**src/sv/assert_macros.svh**
```systemverilog
// Assertion macros for the PCM playback buffer RTL.
`ifndef ASSERT_MACROS_SVH
`define ASSERT_MACROS_SVH

// Condition that must hold at every clock edge out of reset.
`define ASSERT_ALWAYS(label, cond, msg) \
	label: assert property (@(posedge clk) disable iff (!arst_n) (cond)) else $error(msg);

// Same-cycle implication checked at every clock edge out of reset.
`define ASSERT_IMPLY(label, ante, cons, msg) \
	label: assert property (@(posedge clk) disable iff (!arst_n) (ante) |-> (cons)) \
		else $error(msg);

`endif

```
**src/sv/pcmpb_pkg.sv**
```systemverilog
// Shared types, constants and helpers for the PCM playback buffer controller.
package pcmpb_pkg;

	// FIFO geometry
	localparam int DEPTH    = 4096;
	localparam int ADDR_W   = $clog2(DEPTH);
	localparam int LEVEL_W  = 13;
	localparam int SAMPLE_W = 16;

	// Gain path: magnitude * (50 + 3*vol), then /100 by reciprocal multiply
	localparam int GAIN_W      = 9;
	localparam int MAG_W       = 24;
	localparam int QUO_W       = 17;
	localparam int RECIP_W     = 25;
	localparam int RECIP_SHIFT = 31;
	localparam logic [RECIP_W-1:0] RECIP = 25'd21474837; // ceil(2^31 / 100)

	localparam logic [6:0] VOL_MAX = 7'd100;

	// Register reset values
	localparam logic [6:0]  VOLUME_RST   = 7'd70;
	localparam logic [12:0] PREFETCH_RST = 13'd1024;
	localparam logic [7:0]  DRAIN_RST    = 8'd50;
	localparam logic [9:0]  TAIL_RST     = 10'd500;

	typedef enum logic [1:0] {
		OP_PUSH  = 2'd0,
		OP_CHUNK = 2'd1,
		OP_TICK  = 2'd2,
		OP_END   = 2'd3
	} op_t;

	typedef enum logic [1:0] {
		EV_NONE    = 2'd0,
		EV_START   = 2'd1,
		EV_IDLE    = 2'd2,
		EV_TIMEOUT = 2'd3
	} ev_t;

	typedef enum logic [1:0] {
		CFG_VOLUME   = 2'd0,
		CFG_PREFETCH = 2'd1,
		CFG_DRAIN    = 2'd2,
		CFG_TAIL     = 2'd3
	} cfg_idx_t;

	// Control word traveling down the pipeline beside the sample
	typedef struct packed {
		logic valid;
		op_t  op;
		logic stream_end;
	} stage_t;

	// Configuration register set
	typedef struct packed {
		logic [6:0]  volume;
		logic [12:0] prefetch;
		logic [7:0]  drain;
		logic [9:0]  tail;
	} cfg_t;

	// Circular index advance
	function automatic logic [ADDR_W-1:0] next_idx(input logic [ADDR_W-1:0] i);
		logic [ADDR_W-1:0] r;
		r = (i == ADDR_W'(DEPTH - 1)) ? '0 : i + ADDR_W'(1);
		return r;
	endfunction

endpackage

```
**src/sv/pcmpb_scale.sv**
```systemverilog
// Input register and gain pipeline: scale by (50+3*vol)/100, truncate, saturate.
module pcmpb_scale (
	input  logic                                clk,
	input  logic                                arst_n,
	input  logic                                adv,
	input  pcmpb_pkg::stage_t                   in_stage,
	input  logic signed [pcmpb_pkg::SAMPLE_W-1:0] in_sample,
	input  logic [6:0]                          volume,
	output pcmpb_pkg::stage_t                   out_stage,
	output logic signed [pcmpb_pkg::SAMPLE_W-1:0] out_sample
);

	localparam int PROD_W = pcmpb_pkg::MAG_W + pcmpb_pkg::RECIP_W;

	logic                                  valid_s1, valid_s2, valid_s3;
	pcmpb_pkg::op_t                        op_s1, op_s2, op_s3;
	logic                                  stream_end_s1, stream_end_s2, stream_end_s3;
	logic signed [pcmpb_pkg::SAMPLE_W-1:0] sample_s1;
	logic [pcmpb_pkg::MAG_W-1:0]           mag_s2;
	logic                                  neg_s2, neg_s3;
	logic [pcmpb_pkg::QUO_W-1:0]           quo_s3;

	logic [6:0]                            vol_clamped;
	logic [pcmpb_pkg::GAIN_W-1:0]          gain;
	logic [pcmpb_pkg::SAMPLE_W-1:0]        mag_in;
	logic [pcmpb_pkg::MAG_W-1:0]           mag_prod;
	logic [PROD_W-1:0]                     recip_prod;
	logic [pcmpb_pkg::QUO_W-1:0]           quo;

	// stage 1: magnitude times gain
	always_comb begin
		vol_clamped = (volume > pcmpb_pkg::VOL_MAX) ? pcmpb_pkg::VOL_MAX : volume;
		gain        = pcmpb_pkg::GAIN_W'(50) + pcmpb_pkg::GAIN_W'(3) * {2'b00, vol_clamped};
		mag_in      = sample_s1[pcmpb_pkg::SAMPLE_W-1] ? pcmpb_pkg::SAMPLE_W'(-sample_s1)
		                                               : pcmpb_pkg::SAMPLE_W'(sample_s1);
		mag_prod    = pcmpb_pkg::MAG_W'(mag_in) * pcmpb_pkg::MAG_W'(gain);
	end

	// stage 2: divide by 100 through the reciprocal (exact for 24-bit magnitudes)
	always_comb begin
		recip_prod = PROD_W'(mag_s2) * PROD_W'(pcmpb_pkg::RECIP);
		quo        = recip_prod[pcmpb_pkg::RECIP_SHIFT +: pcmpb_pkg::QUO_W];
	end

	// stage 3: restore sign and saturate to 16 bits
	always_comb begin
		if (neg_s3) begin
			if (quo_s3 > pcmpb_pkg::QUO_W'(32768)) begin
				out_sample = 16'sh8000;
			end else begin
				out_sample = pcmpb_pkg::SAMPLE_W'(-quo_s3);
			end
		end else begin
			if (quo_s3 > pcmpb_pkg::QUO_W'(32767)) begin
				out_sample = 16'sh7FFF;
			end else begin
				out_sample = pcmpb_pkg::SAMPLE_W'(quo_s3);
			end
		end
	end

	assign out_stage = pcmpb_pkg::stage_t'({valid_s3, op_s3, stream_end_s3});

	// valid bits
	always_ff @(posedge clk or negedge arst_n) begin
		if (!arst_n) begin
			valid_s1 <= 1'b0;
			valid_s2 <= 1'b0;
			valid_s3 <= 1'b0;
		end else if (adv) begin
			valid_s1 <= in_stage.valid;
			valid_s2 <= valid_s1;
			valid_s3 <= valid_s2;
		end
	end

	// payload
	always_ff @(posedge clk) begin
		if (adv) begin
			op_s1         <= in_stage.op;
			stream_end_s1 <= in_stage.stream_end;
			sample_s1     <= in_sample;
			op_s2         <= op_s1;
			stream_end_s2 <= stream_end_s1;
			mag_s2        <= mag_prod;
			neg_s2        <= sample_s1[pcmpb_pkg::SAMPLE_W-1];
			op_s3         <= op_s2;
			stream_end_s3 <= stream_end_s2;
			quo_s3        <= quo;
			neg_s3        <= neg_s2;
		end
	end

endmodule

```
**config.mk**
```make
export PLATFORM = sky130hd
export DESIGN_NAME = pcmpb_scale
export DESIGN_NICKNAME = d
export VERILOG_FILES = /design/src/sv/assert_macros.svh /design/src/sv/pcmpb_pkg.sv /design/src/sv/pcmpb_scale.sv
export SDC_FILE = /design/constraint.sdc
export NUM_CORES = 1
export LEC_CHECK = 0
export BUFFER_PORTS_ARGS = -buffer_cell sky130_fd_sc_hd__buf_4
export CAP_MARGIN = 5
export CELL_PAD_IN_SITES_DETAIL_PLACEMENT = 2
export CELL_PAD_IN_SITES_GLOBAL_PLACEMENT = 2
export CORE_ASPECT_RATIO = 1.4
export CORE_MARGIN = 5
export CORE_UTILIZATION = 40
export DETAILED_ROUTE_END_ITERATION = 10
export GPL_TIMING_DRIVEN = 0
export HOLD_SLACK_MARGIN = 0.05
export PLACE_DENSITY_LB_ADDON = 0.1
export SYNTH_ARGS = -nofsm -noshare
export SYNTH_HDL_FRONTEND = slang
export SYNTH_SLANG_ARGS = --single-unit
```
**constraint.sdc**
```tcl
create_clock -name clk -period 12.3 [get_ports clk]
set_input_delay 1.845 -clock clk [delete_from_list [all_inputs] [get_ports clk]]
set_output_delay 1.845 -clock clk [all_outputs]
set_load 0.005 [all_outputs]
```
Yosys cells after proc, flatten, opt, wreduce, memory -nomap -nowiden --
Index checks and enable logic that the tools add are counted. Widths: inputs -> output; s select.
Operators by class: add/sub/neg operators 3, multiply operators 3, order comparisons 3, multiplexer cells 5
Operator list (count):
- $mux 16 | 4
- $mul 24x25->48 const B | 1
- $neg 16->16 | 2
- $mul 16x9->24 | 1
- $gt 17x15->1 const B | 1
- $gt 17x16->1 const B | 1
- $add 6x9->9 const A | 1
- $mul 2x7->9 const A | 1
- $gt 7x7->1 const B | 1
- $mux 7 | 1
Word-level totals: register bits 71, input bits 30, output and inout bits 20, logic and storage cells 28

Depth between registers and ports, before layout --
Gate-level depths: netlist (run 1).
depth after elaboration 5, mapped depth 34, gate-level depth less buffers 32

Least setup slack after synthesis (run 1) --
Ideal clock, no wire load.
path type input -> register, start input port volume[0], end register mag_s2[22] (netlist name) (data pin), library setup time 266 ps, arrival 8452 ps, required time 12034 ps, path slack 3582 ps, stages on the path 31, path buffers 2, path through o21ai_0 -> a21oi_1 -> nor2b_1 -> clkbuf_1 -> inv_1 -> ha_1 -> inv_1 -> ha_1 -> fa_1 -> a21oi_1 -> nor2_1 -> nor2_1 -> o21bai_1 -> a21oi_1 -> clkbuf_1 -> nor2_1 -> fa_1 -> fa_1 -> fa_1 -> inv_1 -> fa_1 -> inv_1 -> ha_1 -> a21o_1 -> a21oi_1 -> nor2b_1 -> or2_2 -> a21oi_1 -> o21ai_0 -> o41ai_1 -> xnor2_1
Between the ends: cells in the longest elaborated chain, start to end 5
RTL lines:
- from (decl) | line pcmpb_scale.sv:8 | input logic [6:0] volume,
- $gt 7x7->1 | line pcmpb_scale.sv:32 | vol_clamped = (volume > pcmpb_pkg::VOL_MAX) ? pcmpb_pkg::VOL_MAX : volume;
- $mux 7 (*) | line pcmpb_scale.sv:32
- $mul 2x7->9 (*) | line pcmpb_scale.sv:33 | gain = pcmpb_pkg::GAIN_W'(50) + pcmpb_pkg::GAIN_W'(3) * {2'b00, vol_clamped};
- $add 6x9->9 (*) | line pcmpb_scale.sv:33
- $mul 16x9->24 (*) | line pcmpb_scale.sv:36 | mag_prod = pcmpb_pkg::MAG_W'(mag_in) * pcmpb_pkg::MAG_W'(gain);
- net mag_prod, one bit | line pcmpb_scale.sv:26 | logic [pcmpb_pkg::MAG_W-1:0] mag_prod;
- to (signal assigned) | line pcmpb_scale.sv:85 | mag_s2 <= mag_prod;
- to (decl) | line pcmpb_scale.sv:19 | logic [pcmpb_pkg::MAG_W-1:0] mag_s2;
Mark *: on every way through the listed nets, which the timed path passes. The rest lies on a longest branch. A chain may end at the register's enable or synchronous reset.

Worst setup path after layout (run 1) --
start input port volume[5], end register mag_s2[22] (netlist name) (data pin)
The elaborated chain is that of the path after synthesis.

==> results of run 1 <==
## state kept, by name, summed over array words and instances, names as in the netlist
| signal | flops |
|---|---|
| mag_s2 | 24 |
| neg_s2 | 1 |
| neg_s3 | 1 |
| op_s1 | 2 |
| op_s2 | 2 |
| op_s3 | 2 |
| quo_s3 | 17 |
| sample_s1 | 16 |
| stream_end_s1 | 1 |
| stream_end_s2 | 1 |
| stream_end_s3 | 1 |
| valid_s1 | 1 |
| valid_s2 | 1 |
| valid_s3 | 1 |
## per-layer routing
metal	share of wire, %	GRT usage, %	vias up
met5	0	0	-
met4	3.7	7.71	0
met3	1.2	1.91	66
met2	59	45.2	136
met1	36	21.6	6424
li1	-	-	5739
## cells in the final DEF (no fill, tap or decap), types with 11 or more instances in the layout
cell type	count
xor2_1	24
nor2_1	88
fa_1	300
nand4_1	18
clkbuf_1	19
nor3_1	13
xnor2_1	39
a21o_1	35
nor2b_1	24
or2_2	14
inv_1	491
o311ai_1	11
nand2b_1	33
o21ai_0	48
nand2_1	77
edfxtp_1	68
buf_4	51
ha_1	305
a21oi_1	58
## layout make-up
class,count,area (um^2)
inverters,493,1850
flip-flops and latches,71,2120
clock buffers,9,225
plain buffers,24,106
clock inverters,7,61.3
well taps,552,691
diodes,1,2.50
multi-input cells,1198,13400
repair buffers,49,368
fillers,4680,24400
## how the worst min path moves through the flow
stage                         end  slack (ps)  cells after the start
5_1_grt        op_s3[0]$_DFFE_PP_         440                      0
3_3_place_gp   op_s2[1]$_DFFE_PP_         400                      0
2_1_floorplan    neg_s3$_DFFE_PP_         400                      0
4_1_cts        op_s2[0]$_DFFE_PP_         430                      0
6_report       op_s2[0]$_DFFE_PP_         430                      0
3_5_place_dp   op_s2[0]$_DFFE_PP_         410                      0
## cell families after synthesis
logic type	share of synthesized area, %
AND/OR/NAND/NOR	9.16
XOR/XNOR	3.17
flip-flops	12.1
multiplexers	0.309
adder cells (fa/ha/maj)	56.4
AO/OA/AOI/OAI	7.62
buffers and inverters	11.2
## per-stage QoR
| stage | cell area, um^2 | setup WS [ps] | cells | utilization [%] | hold slack [ps] |
|---|---|---|---|---|---|
| finish | 18800 | 1740 | 2404 | 43.5 | 428 |
| global route | 18800 | 1250 | 2403 | 43.5 | 437 |
| CTS | 18800 | 1620 | 2403 | 43.5 | 431 |
| detailed placement | 18500 | 1340 | 2387 | 42.9 | 415 |
| global placement | 18500 | 1550 | 2387 | 42.9 | 401 |
| floorplan | 17400 | 3580 | 1786 | - | 400 |
## worst max-delay path: cells and delay by family
| kind | cells | cell delay, ps |
|---|---|---|
| adders and majority gates | 8 | 3340 |
| xor gates and xnor gates | 1 | 140 |
| and+or+nand+nor | 7 | 1170 |
| buffers and inverters | 7 | 1290 |
| AOI/OAI and AO/OA | 9 | 2880 |
==> reports/summary.txt, run 1 <==
Critical path class -> in -> reg
RSZ-0062 raised after global routing -> false
Net Count, Synth -> 2421
Routability cong. -> 0.877
Vias in the first global route -> 15.1k
Vias -> 12.4k
Fin Setup TNS -> 0 ps
Die footprint -> 0.0479 mm^2
Overall global routing resource usage -> 21.6%
Top FF cell, synth -> edfxtp_1
Worst reg2reg path endpoint -> mag_s2[22]$_DFFE_PP_
Final #Nets -> 2481
Number of buffers added on ports -> 49
Reg2Reg Setup Slack -> 4750 ps
Final setup viols -> 0
Clock slew at reported path FFs -> 70 ps
Post-synth ARST share -> 4.23%
Critical R2R Launch -> sample_s1[0]$_DFFE_PP_
Synthesized flop and latch total -> 71
Max-slew headroom -> 21.2%
Area Overhead vs Synth -> 7.73%
Status -> finished clean
Layout cells sized above 1 -> 5.40%
Die W -> 186 um
Rows -> 90
Clk_lat worst skew -> 380 ps
Post-DRT Antenna Nets -> 0
Largest net degree at the start of global routing -> 72
WL/cell -> 21.1 um
Vias per Instance -> 5.14
Number of remaining DRC errors -> 0
Synth top area cells -> fa_1 (34%), ha_1 (22%), edfxtp_1 (12%)
Most common cell in the netlist -> inv_1
Clk sinks -> 71
Max frequency -> 0.0947 GHz
Netlist cell types -> 65
Initial core utilization -> 40.4%
Largest area contributor in the netlist -> fa_1
CTS resizes -> 0
Worst Hold Class -> reg -> reg
Syn Area/Cell -> 9.76 um^2
Final critical-path required period -> 10560 ps
Die H -> 257 um
Most instantiated cells after synthesis -> inv_1 (491), ha_1 (305), fa_1 (300)
Post-DP HPWL -> 45.4 mm
Global-route wire length before repair -> 80.8 mm
Post-Synthesis Cells -> 1786
Startpoint Class -> primary input
Slew @ Worst Pin -> 1180 ps
Drt total wl -> 50.8 mm
Grt total ovfl -> 0
Worst setup path endpoint -> mag_s2[22]$_DFFE_PP_
Post-synth EDFFs -> 68
CP Launch Point -> volume[5]
CTS Buf Count -> 9
Clk_skew -> 23.4 ps
CP Capture Type -> flop
CP required -> 12410 ps
CP arrival -> 10680 ps
Final worst-path cycle share -> 85.9%
Max FO, Critical Path -> 10
Max clock buf depth -> 2
Worst r2r path cells -> 24
Max Cap Viol -> 0
Biggest cell delay along the critical path -> 930 ps
Core Footprint -> 0.0431 mm^2
Hold_sp -> op_s1[0]$_DFFE_PP_
Final hold violations -> 0
Post-CTS setup buffer count -> 0
Clk root buf -> clkbuf_16
Sequential share of the synthesized area -> 12.1%
Synthesized area -> 0.0174 mm^2
Antenna violations before repair -> 0
Slew Viols, Final -> 0
Pre-antenna DRT Iters -> 4
IO Count -> 50
CTS tree -> yes
CP max stage cell -> a21oi_1
Post-CTS Hold Buffers -> 0
Detailed router's first-iteration violation count -> 280
Post-synth top area share -> 34.5%
H-Tree Depth -> 3
YS warnings -> 0
Power of run 1 is not shown: default switching activity piles up to over one toggle a cycle in this logic, so the estimate is an artifact.
==> run 2, diff against run 1 <==
--- a/config.mk
+++ b/config.mk
@@ -5,11 +5,11 @@
 export SDC_FILE = /design/constraint.sdc
 export NUM_CORES = 1
 export LEC_CHECK = 0
-export BUFFER_PORTS_ARGS = -buffer_cell sky130_fd_sc_hd__buf_4
+export BUFFER_PORTS_ARGS = -buffer_cell sky130_fd_sc_hd__buf_2
 export CAP_MARGIN = 5
 export CELL_PAD_IN_SITES_DETAIL_PLACEMENT = 2
 export CELL_PAD_IN_SITES_GLOBAL_PLACEMENT = 2
-export CORE_ASPECT_RATIO = 1.4
+export CORE_ASPECT_RATIO = 0.75
 export CORE_MARGIN = 5
 export CORE_UTILIZATION = 40
 export DETAILED_ROUTE_END_ITERATION = 10
==> run 2 against run 1 <==
  * Wire length is 3.9% higher
  * Sequential share of layout area hardly changed
  * Critical endpoint unchanged
  * Cell count is 1.1% higher
  * Cell area is 0.41% lower
  * Global-route usage is 0.76 points higher
  * Die area hardly changed
  * Utilization is 0.24 points lower
  * Highest routed layer unchanged
  * Via count is 1.2% higher
  * Non-clock buffer count is 1 higher
  * Hold slack worse by 2.4 ps
  * Sequential cell count stayed put
==> reports/summary.txt, run 2 (same netlist as run 1, synthesis figures left out) <==
CTS Buf Count -> 9
Rows -> 66
Largest register FFs -> 24
Final critical-path required period -> 10290 ps
Global-route wire length before repair -> 82.9 mm
Area Overhead vs Synth -> 7.30%
Grt total ovfl -> 0
H-Tree Depth -> 3
Startpoint Class -> primary input
Die W -> 251 um
Max FO, Critical Path -> 10
Core Footprint -> 0.0432 mm^2
Number of buffers added on ports -> 49
WL/cell -> 21.7 um
Slew @ Worst Pin -> 1290 ps
Fin Setup TNS -> 0 ps
Max Cap Viol -> 0
Final #Nets -> 2482
RSZ-0062 raised after global routing -> false
Die H -> 191 um
Clock slew at reported path FFs -> 60 ps
Antenna violations before repair -> 0
Antenna cells -> 0
Final setup viols -> 0
Max-slew headroom -> 13.2%
Worst Hold Class -> reg -> reg
Clk sinks -> 71
IO Count -> 50
Vias per Instance -> 5.15
Critical path class -> in -> reg
Die footprint -> 0.0479 mm^2
Slew Viols, Final -> 0
CP arrival -> 10390 ps
Status -> finished clean
Clk root buf -> clkbuf_16
CTS resizes -> 0
Drt total wl -> 52.7 mm
Largest net degree at the start of global routing -> 67
Max clock buf depth -> 2
Post-DRT Antenna Nets -> 0
Final worst-path cycle share -> 83.6%
Overall global routing resource usage -> 22.4%
Max frequency -> 0.0972 GHz
Vias in the first global route -> 14.5k
Top reg by flops -> mag_s2
Final Non-Filler Cells -> 2430
Vias -> 12.5k
Number of remaining DRC errors -> 0
Commonest non-fill, non-tap cell in the layout -> inv_1
Most frequent cells in the layout -> inv_1 (491), ha_1 (305), fa_1 (300), nor2_1 (88), nand2_1 (77)
Pre-antenna DRT Iters -> 4
CP max stage cell -> a21oi_1
Detailed router's first-iteration violation count -> 500
Post-CTS setup buffer count -> 0
Biggest regs -> mag_s2: 24 flops, quo_s3: 17 flops, sample_s1: 16 flops
CTS tree -> yes
Final hold violations -> 0
Post-CTS Hold Buffers -> 0
Post-DP HPWL -> 46.9 mm
CP required -> 12400 ps
Clk_lat worst skew -> 370 ps
Fill cell count -> 4697
Clk_skew -> 11.4 ps
Dpl cells -> 2414
CP Capture Type -> flop
Initial core utilization -> 40.3%
Routability cong. -> 0.895
Biggest cell delay along the critical path -> 770 ps
Layout cells sized above 1 -> 5.40%
run 2: metal layers:
layer / GRT usage, % / vias to the layer above / part of all wire, %
li1: - / 5743 / -
met1: 32.0 / 6565 / 48
met2: 36.7 / 166 / 47
met3: 3.61 / 36 / 3.8
met4: 3.61 / 0 / 1.3
met5: 0 / - / 0
run 2: worst max-delay path, delay by kind of cell:
kind | cells | cell delay [ps]
XOR/XNOR | 1 | 120
AO/OA/AOI/OAI | 9 | 2630
adder cells (fa/ha/maj) | 8 | 3330
AND/OR/NAND/NOR | 7 | 1160
buffers and inverters | 7 | 1340
run 2: layout make-up:
type | count | area (um^2) | area share, %
clock buffers | 10 | 229 | 1.22
plain buffers | 24 | 106 | 0.569
repair buffers | 50 | 275 | 1.47
multi-input cells | 1198 | 13400 | 71.4
inverters | 493 | 1850 | 9.90
clock inverters | 6 | 43.8 | 0.234
well taps | 578 | 723 | 3.87
flip-flops and latches | 71 | 2120 | 11.3
run 2: final timing paths:
check	cells after the start	to	start	slack (ps)
setup / recovery	32	mag_s2[22]$_DFFE_PP_	volume[5]	2010
hold / removal	0	stream_end_s3$_DFFE_PP_	stream_end_s2$_DFFE_PP_	430
setup reg to reg	21	quo_s3[14]$_DFFE_PP_	mag_s2[2]$_DFFE_PP_	4630
hold reg to reg	0	stream_end_s3$_DFFE_PP_	stream_end_s2$_DFFE_PP_	430
max in group asynchronous	1	valid_s3$_DFFE_PN0P_	arst_n	10930
min in group asynchronous	1	valid_s2$_DFFE_PN0P_	arst_n	1270
run 2: metrics by stage:
step	cell area [um^2]	setup slack (ps)	utilization [%]	hold slack [ps]
final	18700	2010	43.3	425
after global placement	18400	1770	42.6	401
after CTS	18700	1920	43.3	422
after floorplan	17400	3580	-	400
after global routing	18700	1440	43.3	433
after detailed placement	18400	1540	42.7	407
Power of run 2 is left out for the same reason.
==> run 3, diff against run 2 <==
--- a/config.mk
+++ b/config.mk
@@ -5,6 +5,7 @@
 export SDC_FILE = /design/constraint.sdc
 export NUM_CORES = 1
 export LEC_CHECK = 0
+export ABC_AREA = 1
 export BUFFER_PORTS_ARGS = -buffer_cell sky130_fd_sc_hd__buf_2
 export CAP_MARGIN = 5
 export CELL_PAD_IN_SITES_DETAIL_PLACEMENT = 2
==> constraint.sdc (replaced) <==
create_clock -name clk -period 9.54 [get_ports clk]
set_input_delay 1.431 -clock clk [delete_from_list [all_inputs] [get_ports clk]]
set_output_delay 1.431 -clock clk [all_outputs]
set_load 0.005 [all_outputs]
==> run 3 against run 2 <==
  * Area after synthesis grew 7.2%
  * Utilization grew 0.24 points
  * Clock skew grew 1.2 ps
  * Wire length grew 27%
  * Largest cell class unchanged
==> reports/summary.txt, run 3 <==
Routability cong. -> 0.929
Worst reg2reg path endpoint -> mag_s2[19]$_DFFE_PP_
CP arrival -> 8870 ps
Final #Nets -> 2921
Pre-antenna DRT Iters -> 5
Die H -> 197 um
Final hold violations -> 0
Startpoint Class -> primary input
Critical R2R Launch -> sample_s1[15]$_DFFE_PP_
Worst Hold Class -> reg -> reg
H-Tree Depth -> 3
Hold_sp -> neg_s2$_DFFE_PP_
Initial core utilization -> 40.5%
Largest area contributor in the netlist -> fa_1
Clk sinks -> 71
Slew @ Worst Pin -> 1100 ps
CP max stage cell -> xor2_1
Max FO, Critical Path -> 10
Area Overhead vs Synth -> 7.45%
Clock slew at reported path FFs -> 70 ps
Overall global routing resource usage -> 26.4%
Synthesized flop and latch total -> 71
Final Non-Filler Cells -> 2922
Vias in the first global route -> 17.2k
Most frequent cells in the layout -> inv_1 (610), nand2_1 (358), ha_1 (305), fa_1 (300), nor2_1 (182)
Max Cap Viol -> 0
Commonest non-fill, non-tap cell in the layout -> inv_1
Post-DP HPWL -> 60.3 mm
Post-synth EDFFs -> 68
Clk root buf -> clkbuf_16
Dpl cells -> 2905
Worst setup path endpoint -> mag_s2[19]$_DFFE_PP_
Max-slew headroom -> 26.4%
Drt total wl -> 67.0 mm
Top reg by flops -> mag_s2
IO Count -> 50
Sequential share of the synthesized area -> 11.3%
Post-Synthesis Cells -> 2226
Vias per Instance -> 5.18
Syn Area/Cell -> 8.39 um^2
CTS resizes -> 0
CTS Buf Count -> 9
Largest net degree at the start of global routing -> 74
WL/cell -> 22.9 um
Final setup viols -> 0
Most common cell in the netlist -> inv_1
Grt total ovfl -> 0
Post-synth ARST share -> 4.23%
Die W -> 260 um
Most instantiated cells after synthesis -> inv_1 (610), nand2_1 (358), ha_1 (305)
Die footprint -> 0.0512 mm^2
Biggest regs -> mag_s2: 24 flops, quo_s3: 17 flops, sample_s1: 16 flops
Number of buffers added on ports -> 49
Layout cells sized above 1 -> 5.46%
Netlist cell types -> 47
Worst r2r path cells -> 21
Status -> finished clean
Rows -> 68
Critical path class -> in -> reg
CP Launch Point -> volume[0]
Top FF cell, synth -> edfxtp_1
RSZ-0062 raised after global routing -> false
Synth top area cells -> fa_1 (32%), ha_1 (20%), inv_1 (12%)
Fin Setup TNS -> 0 ps
Max clock buf depth -> 2
CP Capture Type -> flop
CP required -> 9660 ps
Max frequency -> 0.114 GHz
Antenna violations before repair -> 2
Detailed router's first-iteration violation count -> 805
Reg2Reg Setup Slack -> 2670 ps
CTS tree -> yes
Core Footprint -> 0.0461 mm^2
YS warnings -> 0
Net Count, Synth -> 2861
Post-DRT Antenna Nets -> 0
Biggest cell delay along the critical path -> 860 ps
Clk_skew -> 12.6 ps
Largest register FFs -> 24
Number of remaining DRC errors -> 0
Vias -> 15.1k
Global-route wire length before repair -> 103 mm
Final worst-path cycle share -> 91.7%
Post-CTS Hold Buffers -> 0
Slew Viols, Final -> 0
Clk_lat worst skew -> 360 ps
Final critical-path required period -> 8750 ps
Hold Path Stages -> 0
Post-CTS setup buffer count -> 0
Synthesized area -> 0.0187 mm^2
Post-synth top area share -> 32.1%
-- run 3: how the worst min path moves through the flow --
stage                              end  slack (ps)
2_1_floorplan         neg_s3$_DFFE_PP_         400
3_3_place_gp          neg_s3$_DFFE_PP_         400
3_5_place_dp   stream_end_s3$_DFFE_PP_         410
4_1_cts               neg_s3$_DFFE_PP_         420
5_1_grt             op_s3[0]$_DFFE_PP_         430
6_report              neg_s3$_DFFE_PP_         420
-- run 3: worst max-delay path: cells and delay by family --
kind                     cells  cell delay (ps)
AO/OA/AOI/OAI                5             1450
XOR/XNOR                     1              860
adder cells (fa/ha/maj)      8             3110
buffers and inverters        7              720
AND/OR/NAND/NOR             10             1250
-- run 3: through the flow --
step	util [%]	area, um^2	worst slack (ps)	hold WS [ps]
CTS	43.5	20100	965	423
floorplan	-	18700	2260	400
global placement	42.8	19700	849	404
detailed placement	42.8	19700	582	407
finish	43.5	20100	795	418
global route	43.5	20100	454	430
-- run 3: logic make-up after synthesis --
logic type | count (synthesis) | synth area share (%)
muxes | 1 | 0.0603
adders and majority gates | 605 | 52.6
buffers and inverters | 642 | 13.0
xor gates and xnor gates | 40 | 1.92
AOI/OAI and AO/OA | 187 | 5.80
and+or+nand+nor | 680 | 15.3
DFF | 71 | 11.3
-- run 3: area by class of cell --
type	count	area (um^2)
fill	5199	26000
multi-input combinational	1513	14100
inverter	627	2350
sequential	71	2120
tap	630	788
timing repair buffer	49	248
clock buffer	9	225
clock inverter	7	128
buffer	15	70.1
antenna	1	2.50
-- run 3: per-layer routing --
layer  global-route usage (%)  up-vias  wire, um
li1                         -     6912         -
met1                     40.6     7852     33700
met2                     39.5      334     28200
met3                     5.66       40      4320
met4                     3.36        2       749
met5                        0        -        13
Power of run 3 is left out for the same reason.
